**src/rtl/pnz_pkg.sv**
```systemverilog
// Shared constants and types of the 2-D gradient noise sampler.
`default_nettype none

package pnz_pkg;

    localparam int unsigned GRID_SIZE     = 256;
    localparam int unsigned GRID_BITS     = $clog2(GRID_SIZE);
    localparam int unsigned FRACTION_BITS = 8;
    localparam int unsigned COORD_BITS    = 16;
    localparam int unsigned INDEX_BITS    = 16;
    localparam int unsigned Q_BITS        = 16;
    localparam int unsigned NUM_BANKS     = 4;
    localparam int unsigned BANK_DEPTH    = GRID_SIZE * GRID_SIZE / NUM_BANKS;
    localparam int unsigned BANK_ABITS    = $clog2(BANK_DEPTH);
    localparam int unsigned NUM_STAGES    = 9;

    typedef enum logic [1:0] {
        GRAD_POS_X = 2'd0,
        GRAD_NEG_X = 2'd1,
        GRAD_POS_Y = 2'd2,
        GRAD_NEG_Y = 2'd3
    } t_grad;

    typedef enum logic {
        REQ_LOAD   = 1'b0,
        REQ_SAMPLE = 1'b1
    } t_req;

    typedef logic [Q_BITS-1:0]        t_frac;
    typedef logic [Q_BITS:0]          t_fade;
    typedef logic signed [Q_BITS+1:0] t_corner;
    typedef logic [NUM_STAGES:1]      t_stage_en;

    typedef struct packed {
        logic                  en;
        logic [INDEX_BITS-1:0] index;
        t_grad                 code;
    } t_load;

    localparam t_fade FADE_ONE = t_fade'(1) << Q_BITS;

endpackage

`default_nettype wire

```
**src/rtl/pnz_fade.sv**
```systemverilog
// Pipelined quintic fade 6t^5-15t^4+10t^3 on a Q0.16 fraction (stages 2 to 5).
`default_nettype none

module pnz_fade (
    input  wire logic               i_clk,
    input  wire pnz_pkg::t_stage_en i_en,
    input  wire pnz_pkg::t_frac     i_t,
    output pnz_pkg::t_fade          o_s
);
    import pnz_pkg::*;

    localparam int unsigned PW = 2 * Q_BITS;
    localparam int unsigned QW = Q_BITS + 4;
    localparam int unsigned SW = Q_BITS + QW;
    localparam logic [QW:0] TEN_ONE = (QW + 1)'(10) << Q_BITS;

    t_frac             r2_t;
    logic [PW-1:0]     r2_tt;
    logic [PW-1:0]     r3_p;
    logic [QW-1:0]     r3_q;
    logic [SW-1:0]     r4_sp;
    t_fade             r5_s;
    logic [PW+2:0]     six_tt;
    logic [QW-1:0]     fifteen_t;
    logic [QW:0]       q_sum;
    logic [QW-1:0]     s_full;

    // q >> 16 = (6tt >> 16) + 10T - 15t, the other terms being multiples of T
    assign six_tt    = (PW + 3)'({r2_tt, 2'b00}) + (PW + 3)'({r2_tt, 1'b0});
    assign fifteen_t = QW'({r2_t, 4'b0000}) - QW'(r2_t);
    assign q_sum     = (QW + 1)'(six_tt[PW+2:Q_BITS]) + TEN_ONE - (QW + 1)'(fifteen_t);
    assign s_full    = r4_sp[SW-1:Q_BITS];

    always_ff @(posedge i_clk) begin
        if (i_en[2]) begin
            r2_t  <= i_t;
            r2_tt <= PW'(i_t) * PW'(i_t);
        end
        if (i_en[3]) begin
            r3_p <= PW'(r2_tt[PW-1:Q_BITS]) * PW'(r2_t);
            r3_q <= q_sum[QW-1:0];
        end
        if (i_en[4]) begin
            r4_sp <= SW'(r3_p[PW-1:Q_BITS]) * SW'(r3_q);
        end
        if (i_en[5]) begin
            r5_s <= (s_full > QW'(FADE_ONE)) ? FADE_ONE : s_full[Q_BITS:0];
        end
    end

    assign o_s = r5_s;

endmodule

`default_nettype wire

```
**config.mk**
```make
export PLATFORM = sky130hd
export DESIGN_NAME = pnz_fade
export DESIGN_NICKNAME = d
export VERILOG_FILES = /design/src/rtl/pnz_pkg.sv /design/src/rtl/pnz_fade.sv
export SDC_FILE = /design/constraint.sdc
export NUM_CORES = 2
export LEC_CHECK = 0
export ABC_AREA = 1
export BUFFER_PORTS_ARGS = -buffer_cell sky130_fd_sc_hd__buf_2
export CORE_MARGIN = 2
export CORE_UTILIZATION = 60
export DETAILED_ROUTE_END_ITERATION = 6
export GPL_ROUTABILITY_DRIVEN = 1
export PLACE_DENSITY_LB_ADDON = 0.15
export SYNTH_ARGS = -nofsm -noshare
export SYNTH_HDL_FRONTEND = slang
export SYNTH_SLANG_ARGS = --single-unit
```
**constraint.sdc**
```tcl
create_clock -name i_clk -period 8.7 [get_ports i_clk]
set_input_delay 1.305 -clock i_clk [delete_from_list [all_inputs] [get_ports i_clk]]
set_output_delay 1.305 -clock i_clk [all_outputs]
set_load 0.005 [all_outputs]
```
-- Word level (Yosys, flattened, before mapping)
Cells that the tools add are included.
- register bits: 153
- input port bits: 26
- output and inout port bits: 17
- logic and storage cells: 14
- add/subtract/negate cells: 4
- multiply operators: 3
- order comparisons: 1
- operators with widths (operator ; count):
    16-bit by 16-bit multiplier with 32-bit output ; 2
    16-bit by 20-bit multiplier with 36-bit output ; 1
    34-bit by 33-bit adder with 35-bit output ; 1
    19-bit by 20-bit adder with 20-bit output (second input constant) ; 1
    20-bit by 17-bit > comparator with 1-bit output (second input constant) ; 1
    20-bit by 16-bit subtractor with 20-bit output ; 1
    20-bit subtractor ; 1

-- Logic depth before layout (Yosys ltp)
- word-level depth: 3
- gate-level depth with buffers: 28
- depth with buffers taken out: 26

-- Least setup slack after synthesis
Ideal clock, no wire load.
- path type: input-to-reg
- start point: in i_t[13]
- end point: reg r2_tt[28], data pin
- library setup time: 256 ps
- arrival: 6157 ps
- data required time: 8444 ps
- slack: 2287 ps
- cell stages on the path: 23
- path buffers: 2
- cell sequence: clkbuf_1 > clkbuf_1 > nand2_1 > fa_1 > fa_1 > inv_1 > fa_1 > fa_1 > fa_1 > inv_1 > fa_1 > inv_1 > ha_1 > a21oi_1 > o21ai_0 > inv_1 > nor2_1 > nor2_1 > nand3_1 > nand2_1 > inv_1 > o21bai_1 > nand2_1
- word-level cells in the longest chain between the ends: 1
- RTL lines (element ; RTL line ; source):
    start, declared ; pnz_fade.sv:7 ; input wire pnz_pkg::t_frac i_t,
    16-bit by 16-bit multiplier with 32-bit output ; pnz_fade.sv:37 ; r2_tt <= PW'(i_t) * PW'(i_t);
    end signal, assigned ; pnz_fade.sv:37 ;
    end, declared ; pnz_fade.sv:18 ; logic [PW-1:0] r2_tt;
Every way passes these cells.
A chain may end at the register's enable or synchronous reset.

-- Worst setup path after layout
- start point: reg r2_t[4]
- end point: reg r3_p[27], data pin
- word-level cells in the longest chain between the ends: 1
- RTL lines (element ; RTL line ; source):
    start, declared ; pnz_fade.sv:17 ; t_frac r2_t;
    start signal, assigned ; pnz_fade.sv:36 ; r2_t <= i_t;
    16-bit by 16-bit multiplier with 32-bit output ; pnz_fade.sv:40 ; r3_p <= PW'(r2_tt[PW-1:Q_BITS]) * PW'(r2_t);
    end signal, assigned ; pnz_fade.sv:40 ;
    end, declared ; pnz_fade.sv:19 ; logic [PW-1:0] r3_p;
Every way passes these cells.

==> metrics.yaml <==
synth_area_per_cell_um2: 7.89
regToRegStartpoint: "r2_t[4]"
cp-start-kind: "register"
antenna_found_initial: 1
crit_type: "register to register"
synthFlopType: "edfxtp_1"
synth_async_sr_flop_share_pct: 0
finalNonFillerCells: 4929
r2r_end: "r3_p[27]"
status: "complete, no violations"
path_cells: "nand2_1 -> fa_1 -> inv_1 -> fa_1 -> fa_1 -> fa_1 -> fa_1 -> inv_1 -> fa_1 -> inv_1 -> ha_1 -> nand2_1 -> o21ai_0 -> nor2_1 -> o21a_1 -> nand2_1 -> xor2_1"
syn_area_um2: 33700
cp.arrival_ps: 6520
final_design_area_no_fill_um2: 34800
grt-ovfl-total: 0
rsz0062_at_grt: "no"
coreArea_um2: 55300
fin_crit_ps: 6280
critPathCapture: "r3_p[27]"
hold_class: "register to register"
dieWidth_um: 241
critPathRequiredTime_ps: 8940
port_buffers: 37
grt_pass1_wl_um: 131000
post_cts_buffers: 0
yosysWarnings: 0
cts_resized: 0
clock-root-buffer: "clkbuf_16"
clockBufferDepth: 2
post-place-cells: 4897
tns_ps: 0
clk_pin_slew_ps: 80
crit_start: "r2_t[4]"
fmax_mhz: 159
reg2regPathDepth: 17
ys_seq_area_share_pct: 10.6
die_y_um: 241
gr-usage-all-layers_pct: 28.6
cap_violations: 0
finalHoldViolations: 0
synth-edff-count: 119
num_antenna_cells: 0
place_area_um2: 34200
setup_viol_count_final: 0
clock_sinks: 119
skew_ps: 16.5
numCtsBuffers: 17
cp_max_fo: 18
insertion_delay_ps: 470
wirelength_um: 76800
ctsHtreeMaxLevel: 4
start_util_pct: 60.9
viasPerCell: 5.22
timing.critical_path.mode_cell: "fa_1"
first_iter_violations: 1556
dieArea_um2: 58100
postCtsHoldBufs: 0
cts_tree: "yes"
synth-seq-cells: 119
gp_congestion: 0.950
grt_pass1_vias: 27009
ff2ff_setup_slack_ps: 2420
first_pass_iters: 5
hp-start: "r4_sp[32]"
final_antenna_net_count: 0
worst_slew_pin_slew_ps: 1110
ios: 43
drive_gt1_share_pct: 1.94
vias: 25733
syn2layout_area_growth_pct: 3.24
synthesis.nets: 5277
min_period_over_period_pct: 72.2
relSlewSlack_pct: 25.7
grt_max_degree: 47
rows: 86
hpwl_um: 62700
wire_per_inst_um: 15.6
drc_errors: 0
drv_slew: 0
critPathCaptureType: "register"
syn_inst: 4272
cpMaxStageDelayCell: "edfxtp_1"
nets: 5173
slowest_delay_ps: 1080
synth_cell_types: 35
[worst min-delay path by stage]
stage              end  slack, ps  cells after the start
6_report       o_s[16]        540                      2
2_1_floorplan  o_s[16]        490                      2
4_1_cts        o_s[16]        540                      2
5_1_grt        o_s[16]        570                      2
3_5_place_dp   o_s[16]        510                      2
3_3_place_gp   o_s[16]        510                      2
[synth_stat cells, drive strengths merged, types with 8 or more instances]
library cell / instances / area (um2)
a31oi: 10 / 62.6
nand4: 24 / 150
o21ai: 81 / 417
xnor2: 27 / 236
o21bai: 15 / 113
a21oi: 159 / 796
fa: 618 / 12400
clkbuf: 158 / 594
ha: 361 / 4520
xor2: 69 / 604
nand2: 1064 / 3990
nor2: 180 / 678
inv: 1194 / 4480
edfxtp: 119 / 3570
o21a: 8 / 60.1
a21o: 24 / 180
nor3: 39 / 195
nand3: 85 / 425
[layer usage]
layer | vias up | routed length [um] | GRT usage, %
li1 | 12344 | - | -
met1 | 12582 | 32700 | 36.9
met2 | 676 | 37900 | 50.3
met3 | 131 | 4160 | 3.51
met4 | 0 | 2080 | 8.72
met5 | - | 0 | 0
[flip-flops by register name, summed over array words and instances, names as in the netlist]
| name | flops |
|---|---|
| r3_q | 20 |
| r2_tt | 30 |
| r4_sp | 20 |
| r2_t | 16 |
| o_s | 17 |
| r3_p | 16 |
[cell type report]
type                    count  area (um2)
repair buffers             39         200
fillers                  5091       20500
well taps                 748         936
clock buffers              17         425
clock inverters            15         150
flip-flops and latches    119        3570
multi-input cells        2797       25000
inverters                1194        4480
[worst max-delay path: cells and delay by family, from the launching register on]
kind / cells / cell delay [ps]
AO/OA/AOI/OAI: 2 / 660
XOR/XNOR: 1 / 350
AND/OR/NAND/NOR: 4 / 460
adder cells (fa/ha/maj): 7 / 3350
buffers and inverters: 3 / 140
flip-flops: 1 / 1080
[placed cells by master, fill, tap and decap left out, drive strengths merged]
master / count
edfxtp: 119
xor2: 69
o21ai: 81
a31o: 2
or2: 4
nor3: 39
o21a: 8
clkinvlp: 1
nand3: 85
buf: 39
nand4: 24
o21bai: 15
xnor2: 27
nor4: 6
a31oi: 10
clkbuf: 17
nand2: 1064
o211ai: 7
clkinv: 3
fa: 618
and3: 3
nand3b: 1
inv: 1205
a21o: 24
a211oi: 1
a21boi: 7
a21oi: 159
nor2: 180
o311ai: 2
ha: 361
[cells by family (layout without fill, tap and decap cells)]
kind of cell               after synthesis  count (layout)  synth area share (%)
and+or+nand+nor                       1406            1406                  16.4
DFF                                    119             119                  10.6
adders and majority gates              979             979                  50.1
xor gates and xnor gates                96              96                  2.49
buffers and inverters                 1356            1265                  15.1
AOI/OAI and AO/OA                      316             316                  5.27
[per-stage QoR]
stage	hold slack [ps]	util, %	setup WS [ps]
finish	540	62.9	2420
CTS	536	62.9	2390
detailed placement	507	61.9	1980
global route	566	62.9	2100
global placement	507	61.9	2010
floorplan	493	-	2290
Power is left out: the tool's default activity adds up to more than one toggle a clock period on the data nets, which glitch-free logic cannot reach.
