==> src/rtl/pnz_pkg.sv <==
// Shared constants and types of the 2-D gradient noise sampler.
`default_nettype none

package pnz_pkg;

    localparam int unsigned GRID_SIZE     = 256;
    localparam int unsigned GRID_BITS     = $clog2(GRID_SIZE);
    localparam int unsigned FRACTION_BITS = 8;
    localparam int unsigned COORD_BITS    = 16;
    localparam int unsigned INDEX_BITS    = 16;
    localparam int unsigned Q_BITS        = 16;
    localparam int unsigned NUM_BANKS     = 4;
    localparam int unsigned BANK_DEPTH    = GRID_SIZE * GRID_SIZE / NUM_BANKS;
    localparam int unsigned BANK_ABITS    = $clog2(BANK_DEPTH);
    localparam int unsigned NUM_STAGES    = 9;

    typedef enum logic [1:0] {
        GRAD_POS_X = 2'd0,
        GRAD_NEG_X = 2'd1,
        GRAD_POS_Y = 2'd2,
        GRAD_NEG_Y = 2'd3
    } t_grad;

    typedef enum logic {
        REQ_LOAD   = 1'b0,
        REQ_SAMPLE = 1'b1
    } t_req;

    typedef logic [Q_BITS-1:0]        t_frac;
    typedef logic [Q_BITS:0]          t_fade;
    typedef logic signed [Q_BITS+1:0] t_corner;
    typedef logic [NUM_STAGES:1]      t_stage_en;

    typedef struct packed {
        logic                  en;
        logic [INDEX_BITS-1:0] index;
        t_grad                 code;
    } t_load;

    localparam t_fade FADE_ONE = t_fade'(1) << Q_BITS;

endpackage

`default_nettype wire

==> src/rtl/pnz_lerp.sv <==
// Bilinear blend of the corner dot products and output scaling (stages 3 to 9).
`default_nettype none

module pnz_lerp (
    input  wire logic                   i_clk,
    input  wire pnz_pkg::t_stage_en     i_en,
    input  wire pnz_pkg::t_corner       i_tl,
    input  wire pnz_pkg::t_corner       i_tr,
    input  wire pnz_pkg::t_corner       i_bl,
    input  wire pnz_pkg::t_corner       i_br,
    input  wire pnz_pkg::t_fade         i_sx,
    input  wire pnz_pkg::t_fade         i_sy,
    output logic [pnz_pkg::Q_BITS-1:0]  o_noise_value
);
    import pnz_pkg::*;

    localparam int unsigned DW  = Q_BITS + 3;
    localparam int unsigned LW  = 2 * Q_BITS + 2;
    localparam int unsigned P1W = DW + Q_BITS + 2;
    localparam int unsigned RW  = LW + 1;
    localparam int unsigned P2W = RW + Q_BITS + 2;
    localparam int unsigned VW  = 3 * Q_BITS + 3;
    localparam logic signed [VW-1:0] BIAS = VW'(1) <<< (3 * Q_BITS);
    localparam logic [Q_BITS:0] OUT_MAX = {1'b0, {Q_BITS{1'b1}}};

    typedef logic signed [DW-1:0] t_diff;
    typedef logic signed [LW-1:0] t_lr;
    typedef logic signed [RW-1:0] t_rdiff;
    typedef logic signed [VW-1:0] t_v;

    t_corner            r3_tl, r3_tr, r4_tl, r4_tr, r5_tl, r5_tr;
    t_diff              r3_dl, r3_dr, r4_dl, r4_dr, r5_dl, r5_dr;
    t_lr                r6_left, r6_right, r7_left;
    t_rdiff             r7_diff;
    t_fade              r6_sx, r7_sx;
    t_v                 r8_v;
    logic [Q_BITS-1:0]  r9_noise;
    logic signed [P1W-1:0] left_full, right_full;
    logic signed [P2W-1:0] v_full;
    t_v                 biased;
    logic [Q_BITS:0]    scaled;

    // left = TL*(T-sy) + BL*sy = TL*T + (BL-TL)*sy
    assign left_full  = (P1W'(r5_tl) <<< Q_BITS)
                      + P1W'(r5_dl) * P1W'($signed({1'b0, i_sy}));
    assign right_full = (P1W'(r5_tr) <<< Q_BITS)
                      + P1W'(r5_dr) * P1W'($signed({1'b0, i_sy}));
    assign v_full     = (P2W'(r7_left) <<< Q_BITS)
                      + P2W'(r7_diff) * P2W'($signed({1'b0, r7_sx}));
    assign biased     = r8_v + BIAS;
    assign scaled     = biased[3*Q_BITS+1:2*Q_BITS+1];

    always_ff @(posedge i_clk) begin
        if (i_en[3]) begin
            r3_tl <= i_tl;
            r3_tr <= i_tr;
            r3_dl <= t_diff'(i_bl) - t_diff'(i_tl);
            r3_dr <= t_diff'(i_br) - t_diff'(i_tr);
        end
        if (i_en[4]) begin
            r4_tl <= r3_tl;
            r4_tr <= r3_tr;
            r4_dl <= r3_dl;
            r4_dr <= r3_dr;
        end
        if (i_en[5]) begin
            r5_tl <= r4_tl;
            r5_tr <= r4_tr;
            r5_dl <= r4_dl;
            r5_dr <= r4_dr;
        end
        if (i_en[6]) begin
            r6_left  <= t_lr'(left_full);
            r6_right <= t_lr'(right_full);
            r6_sx    <= i_sx;
        end
        if (i_en[7]) begin
            r7_left <= r6_left;
            r7_diff <= t_rdiff'(r6_right) - t_rdiff'(r6_left);
            r7_sx   <= r6_sx;
        end
        if (i_en[8]) begin
            r8_v <= t_v'(v_full);
        end
        if (i_en[9]) begin
            if (biased[VW-1]) begin
                r9_noise <= '0;
            end else if (scaled > OUT_MAX) begin
                r9_noise <= OUT_MAX[Q_BITS-1:0];
            end else begin
                r9_noise <= scaled[Q_BITS-1:0];
            end
        end
    end

    assign o_noise_value = r9_noise;

endmodule

`default_nettype wire

==> config.mk <==
export PLATFORM = sky130hd
export DESIGN_NAME = pnz_lerp
export DESIGN_NICKNAME = d
export VERILOG_FILES = /design/src/rtl/pnz_pkg.sv /design/src/rtl/pnz_lerp.sv
export SDC_FILE = /design/constraint.sdc
export NUM_CORES = 2
export LEC_CHECK = 0
export ABC_AREA = 1
export BUFFER_PORTS_ARGS = -buffer_cell sky130_fd_sc_hd__buf_2
export CORE_UTILIZATION = 40
export DETAILED_ROUTE_END_ITERATION = 12
export HOLD_SLACK_MARGIN = 0.06
export SYNTH_ARGS = -nofsm -noshare
export SYNTH_HDL_FRONTEND = slang
export SYNTH_SLANG_ARGS = --single-unit
==> constraint.sdc <==
create_clock -name i_clk -period 8.8 [get_ports i_clk]
set_clock_uncertainty 0.1 [all_clocks]
set_input_delay 1.32 -clock i_clk [delete_from_list [all_inputs] [get_ports i_clk]]
set_output_delay 1.32 -clock i_clk [all_outputs]
set_load 0.005 [all_outputs]
Word-level counts from Yosys, hierarchy flattened
Index checks and enable logic that the tools add are counted.

operators by class
  add/subtract/negate cells = 7
  $lt $le $gt $ge = 1
  multiply operators = 3
  multiplexer cells = 1

operators by type and width
  kind                                                             count
  adder 34 bit                                                     2
  multiplier 19 x 18 -> 34 bit                                     2
  adder 50 x 51 -> 51 bit                                          1
  adder 51 x 50 -> 51 bit, second input constant                   1
  multiplier 35 x 18 -> 51 bit                                     1
  subtractor 18 x 18 -> 19 bit                                     2
  subtractor 34 x 34 -> 35 bit                                     1
  greater-than comparator 17 x 16 -> 1 bit, second input constant  1
  two-way mux 16 bit                                               1

word-level totals
  word-level logic and storage cells = 32
  input port bits = 116
  register bits after elaboration = 460

Logic depth before layout (Yosys ltp)
  word-level depth = 3
  mapped depth = 29
  gate-level depth less buffers = 27

Worst setup path before layout
Ideal clock, no wire load.

  kind = input to register
  start = input i_sy[5]
  end = register r6_left[33] (data pin)
  stages on the path = 22
  path slack = 1.971 ns
  buffers on the path = 2
  arrival time = 6.476 ns
  cell sequence = clkbuf_1 -> clkbuf_1 -> nand2_1 -> fa_1 -> inv_1 -> fa_1 -> inv_1 -> fa_1 -> inv_1 -> fa_1 -> fa_1 -> fa_1 -> ha_1 -> nand2_1 -> nor2_1 -> nand2_1 -> nor3_1 -> nand2_1 -> inv_1 -> nor2_1 -> nand3_1 -> nand2_1

between the ends
  longest elaborated chain between the ends = 2

RTL lines
  element                       line            text
  start: declaration            pnz_lerp.sv:12  input wire pnz_pkg::t_fade i_sy,
  multiplier 19 x 18 -> 34 bit  pnz_lerp.sv:45  + P1W'(r5_dl) * P1W'($signed({1'b0, i_sy}));
  adder 34 bit                  pnz_lerp.sv:45
  named net left_full[33]       pnz_lerp.sv:38  logic signed [P1W-1:0] left_full, right_full;
  end signal: assignment        pnz_lerp.sv:73  r6_left <= t_lr'(left_full);
  end: declaration              pnz_lerp.sv:33  t_lr r6_left, r6_right, r7_left;

The timed path passes the listed nets, and every way through them passes these cells.
A chain may end at the register's enable or synchronous reset.

Worst setup path after layout
  start = register r7_diff[34]
  end = register r8_v[49] (data pin)

between the ends
  longest elaborated chain between the ends = 2

RTL lines
  element                       line            text
  start: declaration            pnz_lerp.sv:34  t_rdiff r7_diff;
  start signal: assignment      pnz_lerp.sv:79  r7_diff <= t_rdiff'(r6_right) - t_rdiff'(r6_left);
  multiplier 35 x 18 -> 51 bit  pnz_lerp.sv:49  + P2W'(r7_diff) * P2W'($signed({1'b0, r7_sx}));
  adder 50 x 51 -> 51 bit       pnz_lerp.sv:49
  named net v_full[49]          pnz_lerp.sv:39  logic signed [P2W-1:0] v_full;
  end signal: assignment        pnz_lerp.sv:83  r8_v <= t_v'(v_full);
  end: declaration              pnz_lerp.sv:36  t_v r8_v;

The timed path passes the listed nets, and every way through them passes these cells.

==> metrics.log <==
[metrics] outcome: complete, no violations
[metrics] top routing layer in use: met5
[metrics] length of the first detailed-routing pass in iterations: 6
[metrics] share of the clock period used by the worst path after layout: between 80 and 90%
[metrics] average cell area after synthesis: approximately 8.5 um^2
[metrics] average via count per standard cell: about 4.8
[metrics] starting density of the core: around two fifths
[metrics] number of global-route vias before repair: 51300
[metrics] area fraction of the dominant cell type after synthesis: between 30% and 40%
[metrics] post-cts sizing count: 0
[metrics] total of flip-flops plus latches after synthesis: 427
[metrics] portion of the post-synthesis area used by sequential elements: around a fifth
[metrics] Post-Syn Instances: around 7700
[metrics] CP arrival: 7.50 ns
[metrics] area of the placeable core: ~160000 um^2
[metrics] area growth from synthesis to final layout: 6.53%
[metrics] detailed-routing wirelength on met1: 71.0 mm
[metrics] count of final hold-check violations: 0
[metrics] # DRC: 0
[metrics] synthesized netlist net count: roughly 9500
[metrics] setup repair after global routing missed its margin: no
[metrics] CTS tree: done
[metrics] # Post-CTS Setup Buffers: 0
[metrics] IO Count: 132
[metrics] max-cap viol count: 0
[metrics] wire length of the first global-routing pass: between 200 and 300 mm
[metrics] count of pins over their slew limit: 0
[metrics] fin nets: 9426
[metrics] clock buffer depth: 3
[metrics] count of H-tree levels built during CTS: 2
[metrics] most common cell after layout, fill and taps aside: inv_1
[metrics] number of port buffers: around 130
[metrics] remaining antenna violation count: 0
[metrics] post-route minimum period: around 7.2 ns
[metrics] layout cell share with drive strength beyond 1: a little under 4%
[metrics] WL met3: about 9 mm
[metrics] Total Die Area: about 170000 um^2
[metrics] vias post-DR: between 40000 and 50000
[metrics] Setup Viol. Count Final: 0
[metrics] Detailed Place HPWL: between 100 and 150 mm
[metrics] initial antenna violation count: 3
[metrics] crit end category: flip-flop
[metrics] class of the most critical hold timing path: reg2reg
[metrics] highest-count cells in the layout ignoring fill and taps: 2512 x inv_1, 1840 x nand2_1, 1233 x fa_1
[metrics] routability congestion estimate: between 0.9 and 1
[metrics] clock sinks: approximately 430
[metrics] num rows: around 150
[metrics] crit path launch type: flip-flop
[metrics] Root Buffer: clkbuf_16
[metrics] tightest slew margin relative to the limit: approximately a quarter
[metrics] max frequency: approximately 140 MHz
[metrics] global route overflow: 0
[metrics] Hold Slack: ~0.3 ns
[metrics] Wirelength per Cell: 17.5 um
[metrics] main area contributors after synthesis: fa_1 38%, edfxtp_1 19%, inv_1 14%
[metrics] synth warn: 0
[metrics] drt total wl: roughly 170 mm
[metrics] pin count of the biggest net entering global routing: 70
[metrics] Cell Area, Synth: roughly 66000 um^2
[metrics] Reg clk slew, reported paths: 0.08 ns
[metrics] cell type with the highest aggregate area in the netlist: fa_1
[metrics] Die Span X: 408 um
[metrics] classification of the worst setup path: reg2reg
[metrics] initial DRC count: 2524
[metrics] transition time at the pin with the least slew margin: roughly 1.1 ns
[metrics] chip height: a little over 400 um
[metrics] Synth cell types: 51
[metrics] routed wl met2: about 86 mm
[metrics] Inserted Clock Buffers: 50
[metrics] Fin Setup TNS: 0 ns
[metrics] number of hold-repair buffers added at the cts stage: 0
[metrics] Overall Global Routing Usage: a little over a fifth
[metrics] clock latency at the later pin of the worst-skew pair: between 0.6 and 0.7 ns
[metrics] Max Fanout on Critical Path: 17
[metrics] final antenna diode count: 0
[metrics] worst-case register-to-register setup slack: between 1.5 and 2 ns
[metrics] required time of the worst setup path: ~9 ns
## routing by layer
metal,vias up,track usage (%)
met5,-,0
met4,4,7.35
met3,251,2.55
met2,1217,38.0
met1,23600,26.9
li1,22000,-
## critical path, stage by stage (launching register included)
cell and delay [ns]:
edfxtp_1 0.84, nand2_1 0.30, fa_1 0.72, inv_1 0.15, fa_1 0.82, inv_1 0.23
fa_1 0.50, fa_1 0.54, inv_1 0.05, fa_1 0.49, inv_1 0.05, fa_1 0.48
inv_1 0.05, ha_1 0.44, nand2_1 0.15, nor3_1 0.21, nand2_1 0.16, nor3_1 0.26
nand3_1 0.21, nand4_1 0.11, nand2_1 0.10
## state kept, by name (all words and copies together) (netlist names), 19 cells and up
register,flops
r3_dl,19
r3_dr,19
r4_dl,19
r4_dr,19
r5_dl,19
r5_dr,19
r6_left,34
r6_right,34
r7_diff,35
r7_left,34
## cell usage after synthesis, drive strengths merged
cell type and n:
a211o 1, a211oi 2, a21boi 11, a21o 23, a21oi 201, a221oi 1, a31oi 10, and2 2
and3 2, buf 29, clkbuf 255, edfxtp 427, fa 1233, ha 397, inv 2515, nand2 1862
nand3 138, nand3b 9, nand4 49, nor2 229, nor3 30, nor3b 1, nor4 4, o2111ai 1
o211ai 5, o21a 2, o21ai 144, o21bai 22, o31ai 3, or2 4, xnor2 36, xor2 94
## cell families (layout without fill, tap and decap cells)
| logic type | count (synthesis) | in the layout | synth area share (%) |
|---|---|---|---|
| adder cells (fa/ha/maj) | 1630 | 1630 | 45.0 |
| XOR/XNOR | 130 | 130 | 1.73 |
| buffers and inverters | 2799 | 2776 | 16.0 |
| AND/OR/NAND/NOR | 2330 | 2330 | 14.1 |
| AO/OA/AOI/OAI | 426 | 426 | 3.62 |
| flip-flops | 427 | 427 | 19.5 |
## area by class of cell
cell class	instances	area, um^2
clock buffers	58	1280
clock inverters	33	412
fillers	16200	93000
inverters	2515	9440
multi-input cells	4516	42500
flip-flops and latches	427	12800
well taps	2175	2720
repair buffers	170	966
## final timing paths
path,startpoint,end,cells after the start
max,r7_diff[34],r8_v[49],20
min,r4_tl[6],r5_tl[6],0
max reg2reg,r7_diff[34],r8_v[49],20
min reg2reg,r4_tl[6],r5_tl[6],0
## stage by stage
| step | util, % | worst slack (ns) | cell area (um^2) | cells |
|---|---|---|---|---|
| 6_report | 43.0 | 1.56 | 70100 | 9894 |
| 5_1_grt | 43.0 | 1.01 | 70100 | 9894 |
| 2_1_floorplan | - | 1.97 | 65800 | 7742 |
| 3_5_place_dp | 41.9 | 1.16 | 68400 | 9803 |
| 4_1_cts | 43.0 | 1.65 | 70100 | 9894 |
| 3_3_place_gp | 41.9 | 1.20 | 68400 | 9803 |
Power is not shown: default switching activity piles up to over one toggle a cycle in this logic, so the estimate is an artifact.
